## src/rtl/escape_time_fractal_unit_macros.svh

```systemverilog
// Assertion macros used by the escape-time fractal RTL.
`ifndef ESCAPE_TIME_FRACTAL_UNIT_MACROS_SVH
`define ESCAPE_TIME_FRACTAL_UNIT_MACROS_SVH
`ifndef ASSERT_OFF
`define ETF_ASSERT(lbl, clk, rst_n, prop, msg) \
    lbl: assert property (@(posedge clk) disable iff (!rst_n) (prop)) else $error(msg);
`define ETF_ASSERT_NEXT(lbl, clk, rst_n, pre, post, msg) \
    lbl: assert property (@(posedge clk) disable iff (!rst_n) (pre) |=> (post)) else $error(msg);
`else
`define ETF_ASSERT(lbl, clk, rst_n, prop, msg)
`define ETF_ASSERT_NEXT(lbl, clk, rst_n, pre, post, msg)
`endif
`endif

```

## src/rtl/etf_pkg.sv

```systemverilog
package etf_pkg;

    localparam int FRAME_WIDTH  = 1024;
    localparam int FRAME_HEIGHT = 768;
    localparam int FRAC_BITS    = 27;

    localparam int PIX_W      = 10;
    localparam int ITER_W     = 16;
    localparam int FIX_W      = 32;
    localparam int ZOOM_W     = 31;
    localparam int MODE_W     = 2;
    localparam int CFG_ADDR_W = 3;
    localparam int PROD_W     = 2 * FIX_W;
    // Shifted squares plus headroom for the sums of one iteration step.
    localparam int WIDE_W     = PROD_W - FRAC_BITS + 3;
    // Frame sizes go up to 4096.
    localparam int FRAME_W    = 13;
    localparam int NUM_W      = FRAME_W + PIX_W;

    // The remainder term of the mapping is divided by the frame size through a
    // rounded-up reciprocal; the shift keeps the quotient exact for any NUM_W-bit
    // numerator and any frame size up to 4096.
    localparam int DIV_SH     = NUM_W + FRAME_W;
    localparam int DIV_PROD_W = NUM_W + DIV_SH;

    localparam logic [MODE_W-1:0] MODE_MANDEL = 2'd0;
    localparam logic [MODE_W-1:0] MODE_JULIA  = 2'd1;
    localparam logic [MODE_W-1:0] MODE_SHIP   = 2'd2;

    localparam logic [ITER_W-1:0] ITER_LIMIT_RESET = 16'd100;
    localparam logic [ZOOM_W-1:0] ZOOM_RESET       = ZOOM_W'(longint'(1) << FRAC_BITS);

    typedef enum logic [CFG_ADDR_W-1:0] {
        CFG_MODE,
        CFG_ITER_LIMIT,
        CFG_ZOOM,
        CFG_OFFSET_RE,
        CFG_OFFSET_IM,
        CFG_JULIA_RE,
        CFG_JULIA_IM
    } cfg_index_t;

    typedef enum logic [1:0] {
        KIND_MANDEL,
        KIND_JULIA,
        KIND_SHIP
    } kind_t;

    typedef struct packed {
        logic [MODE_W-1:0]        mode;
        logic [ITER_W-1:0]        iter_limit;
        logic [ZOOM_W-1:0]        zoom;
        logic signed [FIX_W-1:0]  offset_re;
        logic signed [FIX_W-1:0]  offset_im;
        logic signed [FIX_W-1:0]  julia_re;
        logic signed [FIX_W-1:0]  julia_im;
    } cfg_t;

    typedef struct packed {
        kind_t                    kind;
        logic [PIX_W-1:0]         px;
        logic [PIX_W-1:0]         py;
        logic signed [FIX_W-1:0]  zr;
        logic signed [FIX_W-1:0]  zi;
        logic signed [FIX_W-1:0]  cr;
        logic signed [FIX_W-1:0]  ci;
    } job_t;

    // Converts hundredths to fixed point, rounding the magnitude to nearest.
    function automatic longint to_fixed(input int hundredths);
        longint mag;
        longint unit;
        longint q;
        mag  = (hundredths < 0) ? -longint'(hundredths) : longint'(hundredths);
        unit = longint'(1) << FRAC_BITS;
        q    = mag * (unit / 100) + (mag * (unit % 100) + 50) / 100;
        return (hundredths < 0) ? -q : q;
    endfunction

    localparam longint RECIP_X = ((longint'(1) << DIV_SH) + FRAME_WIDTH - 1) / FRAME_WIDTH;
    localparam longint RECIP_Y = ((longint'(1) << DIV_SH) + FRAME_HEIGHT - 1) / FRAME_HEIGHT;

    // Window bounds of each mode, split into per-pixel quotient and remainder.
    localparam longint MB_RE_LO   = to_fixed(-200);
    localparam longint MB_RE_SPAN = to_fixed(47) - MB_RE_LO;
    localparam longint MB_RE_QUOT = MB_RE_SPAN / FRAME_WIDTH;
    localparam longint MB_RE_REM  = MB_RE_SPAN % FRAME_WIDTH;
    localparam longint MB_IM_LO   = to_fixed(-112);
    localparam longint MB_IM_SPAN = to_fixed(112) - MB_IM_LO;
    localparam longint MB_IM_QUOT = MB_IM_SPAN / FRAME_HEIGHT;
    localparam longint MB_IM_REM  = MB_IM_SPAN % FRAME_HEIGHT;

    localparam longint JU_LO      = to_fixed(-200);
    localparam longint JU_SPAN    = to_fixed(200) - JU_LO;
    localparam longint JU_RE_QUOT = JU_SPAN / FRAME_WIDTH;
    localparam longint JU_RE_REM  = JU_SPAN % FRAME_WIDTH;
    localparam longint JU_IM_QUOT = JU_SPAN / FRAME_HEIGHT;
    localparam longint JU_IM_REM  = JU_SPAN % FRAME_HEIGHT;

    localparam longint BS_LO      = to_fixed(-250);
    localparam longint BS_SPAN    = to_fixed(150) - BS_LO;
    localparam longint BS_RE_QUOT = BS_SPAN / FRAME_WIDTH;
    localparam longint BS_RE_REM  = BS_SPAN % FRAME_WIDTH;
    localparam longint BS_IM_QUOT = BS_SPAN / FRAME_HEIGHT;
    localparam longint BS_IM_REM  = BS_SPAN % FRAME_HEIGHT;

    localparam longint FOUR = longint'(4) << FRAC_BITS;

    localparam logic signed [PROD_W-1:0] SAT_HI = PROD_W'((longint'(1) << (FIX_W - 1)) - 1);
    localparam logic signed [PROD_W-1:0] SAT_LO = -SAT_HI - PROD_W'(1);

    function automatic logic signed [FIX_W-1:0] sat_fix(input logic signed [PROD_W-1:0] v);
        logic signed [FIX_W-1:0] r;
        if (v > SAT_HI) begin
            r = {1'b0, {(FIX_W - 1){1'b1}}};
        end else if (v < SAT_LO) begin
            r = {1'b1, {(FIX_W - 1){1'b0}}};
        end else begin
            r = v[FIX_W-1:0];
        end
        return r;
    endfunction

endpackage

```

## src/rtl/etf_queue.sv

```systemverilog
`include "escape_time_fractal_unit_macros.svh"

module etf_queue #(
    parameter int DEPTH = 2
) (
    input  logic           aclk,
    input  logic           aresetn,
    input  logic           push_i,
    input  etf_pkg::job_t  job_i,
    output logic           full_o,
    input  logic           pop_i,
    output etf_pkg::job_t  job_o,
    output logic           empty_o
);

    localparam int PTR_W = (DEPTH > 1) ? $clog2(DEPTH) : 1;
    localparam int CNT_W = $clog2(DEPTH + 1);

    etf_pkg::job_t     entry_reg [DEPTH];
    logic [PTR_W-1:0]  wr_ptr_reg;
    logic [PTR_W-1:0]  rd_ptr_reg;
    logic [CNT_W-1:0]  count_reg;

    always_ff @(posedge aclk) begin
        if (push_i) begin
            entry_reg[wr_ptr_reg] <= job_i;
        end
    end

    always_ff @(posedge aclk) begin
        if (!aresetn) begin
            wr_ptr_reg <= '0;
            rd_ptr_reg <= '0;
            count_reg  <= '0;
        end else begin
            if (push_i) begin
                wr_ptr_reg <= (wr_ptr_reg == PTR_W'(DEPTH - 1)) ? '0 : wr_ptr_reg + 1'b1;
            end
            if (pop_i) begin
                rd_ptr_reg <= (rd_ptr_reg == PTR_W'(DEPTH - 1)) ? '0 : rd_ptr_reg + 1'b1;
            end
            if (push_i && !pop_i) begin
                count_reg <= count_reg + 1'b1;
            end else if (pop_i && !push_i) begin
                count_reg <= count_reg - 1'b1;
            end
        end
    end

    assign full_o  = (count_reg == CNT_W'(DEPTH));
    assign empty_o = (count_reg == '0);
    assign job_o   = entry_reg[rd_ptr_reg];

    `ETF_ASSERT(a_queue_bound, aclk, aresetn, count_reg <= CNT_W'(DEPTH), "queue holds more entries than its depth")
    `ETF_ASSERT_NEXT(a_queue_fill, aclk, aresetn, push_i && !pop_i && !full_o, count_reg == $past(count_reg) + 1'b1, "push did not add a queue entry")

endmodule

```

## config.mk

```make
export PLATFORM = sky130hd
export DESIGN_NAME = etf_queue
export DESIGN_NICKNAME = d
export VERILOG_FILES = /design/src/rtl/etf_pkg.sv /design/src/rtl/etf_queue.sv
export VERILOG_INCLUDE_DIRS = /design/src /design/src/rtl
export SDC_FILE = /design/constraint.sdc
export NUM_CORES = 1
export LEC_CHECK = 0
export ABC_AREA = 1
export ABC_CLOCK_PERIOD_IN_PS = 8600
export BUFFER_PORTS_ARGS = -buffer_cell sky130_fd_sc_hd__buf_2
export CAP_MARGIN = 20
export CELL_PAD_IN_SITES_DETAIL_PLACEMENT = 1
export CELL_PAD_IN_SITES_GLOBAL_PLACEMENT = 1
export CORE_AREA = 2 2 126 219
export CTS_CLUSTER_DIAMETER = 30
export CTS_CLUSTER_SIZE = 8
export DETAILED_ROUTE_END_ITERATION = 6
export DIE_AREA = 0 0 128 221
export GPL_TIMING_DRIVEN = 0
export PLACE_DENSITY = 0.78
export SETUP_SLACK_MARGIN = 0.3
export SLEW_MARGIN = 40
export SYNTH_ARGS = -nofsm -noshare
export SYNTH_HDL_FRONTEND = slang
export SYNTH_SLANG_ARGS = --single-unit
```

## constraint.sdc

```tcl
create_clock -name aclk -period 8.6 [get_ports aclk]
set_input_delay 0.86 -clock aclk [delete_from_list [all_inputs] [get_ports aclk]]
set_output_delay 0.86 -clock aclk [all_outputs]
set_load 0.05 [all_outputs]
```

==> out/results.txt <==
The flow ran to the end, and the final reports show no timing, DRC or antenna violations. Clock period minus worst slack: 2.774 ns. The path class of the tightest hold or removal check is register to register. The number of antenna violations at the first check in global routing is 11. Global routing finished with a remaining overflow of 0. Data on the critical path is required at its endpoint by 7.74 ns. The count of cells along the worst register-to-register path is 4.

The clock drives 305 sinks. The worst pin sits at a relative slew slack of 59.50%. After clock tree synthesis, the setup repair step added 0 buffers.

In this run, synthesis inferred 300 flip-flops with an integrated enable. The largest individual stage delay along the critical path comes from the cell sky130_fd_sc_hd__dfxtp_1. The width of the die works out to 128 µm. The endpoint identified for the worst register-to-register timing path is entry_reg[0][55]. Counting flops with an async set or reset pin after synthesis yields a share of 0%.

The leakage component of the power came out at 5.969 nW. Hold path endpoint: rd_ptr_reg. Setup repair after global routing left no endpoint under its margin. The slew at the pin with the worst max-slew slack was 0.6060 ns. The finished cells cover 0.01506 mm².

The mapped netlist covers 0.01146 mm². After the last flow step, the layout net total stands at 1023. The layout cell share with drive strength beyond 1 is 61.24%.

Among cell families on the critical path, the largest total delay comes from buffers and inverters. The largest stage delay on the critical path is 0.32 ns. The sequential cells in the finished layout cover a total of 0.009109 mm². Max-slew violation total from the final report: 0.

In the final layout, the multi-input gates occupy 0.002170 mm². The layout overhead on the synthesized area is 31.34%. The tree is rooted in a sky130_fd_sc_hd__clkbuf_16.

For this configuration, the core starts out at a cell density of 43.28%. The critical path runs through a total of 5 cells. The register with the most flip-flops in the layout has 300 of them. In the finished design, the share of the clock period the worst path needs comes to 32.25%. The tools report the pin count of the biggest net entering global routing as 62. The cell that appears most often on the critical path is sky130_fd_sc_hd__buf_6.

The worst hold path begins at rd_ptr_reg. In this run the vertical extent of the chip is 221 µm. Critical path class: register to primary output.

The flop-to-flop setup slack was 6.86 ns. The worst hold path was traced through 2 stages. The maximum fanout along the worst path is 10. In the final routed layout, each cell accounts on average for 21.19 µm. For the clock insertion delay at the later pin of the skew report, the log shows 0.54 ns. The congestion estimate from routability-driven global placement came to 0.7483.

Setup total negative slack on the finished layout was measured at 0 ns. The post-synthesis average cell area was 22.84 µm²; the total of endpoints with negative setup slack in the final report was 0. For the quantity of hold-fixing buffers added after cts, the log shows 0.

The core area is 0.02649 mm². For the fill cell total of the finished layout, the log shows 2440. Synthesis produced 502 cells. The tools report the number of H-tree branching levels as 2.

STA classifies the critical path endpoint as a primary output. The run gives 0 as the synthesis warning total. The arrival time of data at the critical path endpoint came out at 1.91 ns. Once the clock tree was built, the resizer swapped 0 gates to a different size. The worst setup path is launched from a register.

The run gives 4 as the number of search-and-repair iterations in the first detailed-routing pass. Counting both buffers and inverters, the worst setup path holds a total of 4. After synthesis, flip-flops and latches occupy 79.45% of the total area. For the number of primary I/O pins, the log shows 306. Across the routed clock network, the largest skew measured is 0.008581 ns. The distinct cell type count after synthesis came out at 15.

Count of antenna-violating nets left after detailed routing: 0. Number of global-route vias before repair: 6770. The biggest area contributor in the post-synthesis netlist is sky130_fd_sc_hd__edfxtp_1.

The slack of the critical path was 5.826 ns. The tools report the total wirelength of the detailed-routed design as 25.86 mm. In the routed design, unresolved DRC markers number 0. In the post-synthesis netlist, the biggest area contributors are sky130_fd_sc_hd__edfxtp_1 79%, sky130_fd_sc_hd__mux2_4 13%, sky130_fd_sc_hd__mux2_2 4.9%. Global routing used 18.23% of the available tracks across all layers. The top-area cell type share of the netlist area is 78.58%, and the half-perimeter wire length after placement is 18.06 mm. For this run, the leading register cell type out of synthesis is sky130_fd_sc_hd__edfxtp_1.

The clock passes through at most 3 buffers. Port buffering added 305 buffers. For the count of final hold-check violations, the log shows 0. The total power density per cell area came out at 263.8 mW/mm². Max-cap violations in this run came to 0. The routed via count divided by cell count is 4.891.

The startpoint identified for the worst register-to-register timing path is wr_ptr_reg. In this run the cell area measured after placement is 0.01366 mm². In this run, the number of DRC markers left after iteration 0 of detailed routing was 255. The number of clock buffers added by TritonCTS is 48. The peak supply drop came out at 0.0002010 V. Synthesis produced a netlist with a net count of 657. The floorplan step defined a die boundary enclosing 0.02829 mm².

Prior to clock tree synthesis, the placed netlist has a worst setup slack of 6.131 ns. Clock-pin slew was measured on the worst setup and hold paths at 0.05 ns. The total chip power came out at 3.972 mW. TritonCTS built the clock tree. The peak clock frequency supported by timing is 360.5 MHz, and the number of synthesized register bits is 305. The row count is 79, and the worst hold margin is 0.4969 ns. Traced cell by cell, the critical path runs through buf_6 > buf_8 > buf_6 > mux2_4 > buf_2. The wire length of the first global-routing pass came out at 38.40 mm. Via count: 5967.
where the power goes:
| group | internal (mW) | switching [mW] | total [mW] |
|---|---|---|---|
| registers | 1.73 | 0.0202 | 1.75 |
| logic | 0.181 | 0.378 | 0.559 |
| clock network | 1.07 | 0.598 | 1.67 |
logic make-up after synthesis:
logic type / share of synthesized area, %
buffers and inverters: 1.692
AO/OA/AOI/OAI: 0.08722
AND/OR/NAND/NOR: 0.6548
flip-flops: 79.45
multiplexers: 18.01
adder cells (fa/ha/maj): 0.1091
worst register-to-register path: cells and delay by family, from the launching register on:
kind / cells / cell delay [ns]
flops: 1 / 0.33
simple gates: 1 / 0.50
buf+inv: 3 / 0.60
synth_stat cells (5+ instances only):
master and instances:
sky130_fd_sc_hd__nor2_1 9, sky130_fd_sc_hd__mux2_4 100, sky130_fd_sc_hd__buf_2 5, sky130_fd_sc_hd__dfxtp_1 5, sky130_fd_sc_hd__buf_6 11, sky130_fd_sc_hd__mux2_2 50
sky130_fd_sc_hd__edfxtp_1 300, sky130_fd_sc_hd__inv_1 8, sky130_fd_sc_hd__nand2_1 8
metrics by stage:
stage / util [%] / cells
after floorplan: - / 502
after global placement: 50.57 / 1131
after detailed placement: 51.58 / 1142
after CTS: 56.74 / 1209
after global routing: 56.83 / 1219
final: 56.84 / 1220
per-layer routing:
metal | share of wire (%) | vias to the layer above | global-route usage, % | wire length, µm
li1 | - | 2726 | - | -
met1 | 30 | 2955 | 16.36 | 7820
met2 | 60 | 225 | 35.38 | 15440
met3 | 6.1 | 61 | 5.053 | 1570
met4 | 4.0 | 0 | 9.926 | 1031
met5 | 0 | - | 0 | 0
area by class of cell:
type | instances | area share [%]
plain buffers | 17 | 1.088
inverters | 8 | 0.2493
repair buffers | 316 | 11.82
diodes | 11 | 0.1828
flip-flops and latches | 305 | 60.49
clock buffers | 54 | 8.268
clock inverters | 13 | 0.8060
multi-input cells | 172 | 14.41
well taps | 324 | 2.692
cell usage in the layout (no fill, tap or decap):
cell type                    synthesis  layout
sky130_fd_sc_hd__bufinv_16           0       2
sky130_fd_sc_hd__buf_6              11      11
sky130_fd_sc_hd__o21ai_0             1       1
sky130_fd_sc_hd__ha_1                1       1
sky130_fd_sc_hd__mux2_4            100     100
sky130_fd_sc_hd__inv_1               8       7
sky130_fd_sc_hd__buf_2               5     310
sky130_fd_sc_hd__nor2_1              9       8
sky130_fd_sc_hd__dfxtp_1             5       5
sky130_fd_sc_hd__inv_8               0       1
sky130_fd_sc_hd__nand4_1             1       1
sky130_fd_sc_hd__buf_8               1       5
sky130_fd_sc_hd__clkinvlp_4          0       2
sky130_fd_sc_hd__nor2_4              0       1
sky130_fd_sc_hd__clkinv_2            0       2
sky130_fd_sc_hd__edfxtp_1          300     300
sky130_fd_sc_hd__inv_6               0       2
sky130_fd_sc_hd__a21oi_1             1       1
sky130_fd_sc_hd__clkbuf_1            0       5
sky130_fd_sc_hd__clkinv_1            0       5
sky130_fd_sc_hd__mux2_2             50      50
sky130_fd_sc_hd__nand3_1             1       1
sky130_fd_sc_hd__diode_2             0      11
sky130_fd_sc_hd__buf_16              0       7
sky130_fd_sc_hd__nand2_1             8       8
sky130_fd_sc_hd__clkbuf_16           0      49
how the worst max path moves through the flow:
stage,end,startpoint
after floorplan,entry_reg[0][0],push_i
after global placement,entry_reg[0][42],push_i
after detailed placement,entry_reg[0][40],push_i
after CTS,job_o[57],register
after global routing,job_o[57],register
final,job_o[128],register
No activity file was read; power rests on OpenSTA's default activity.
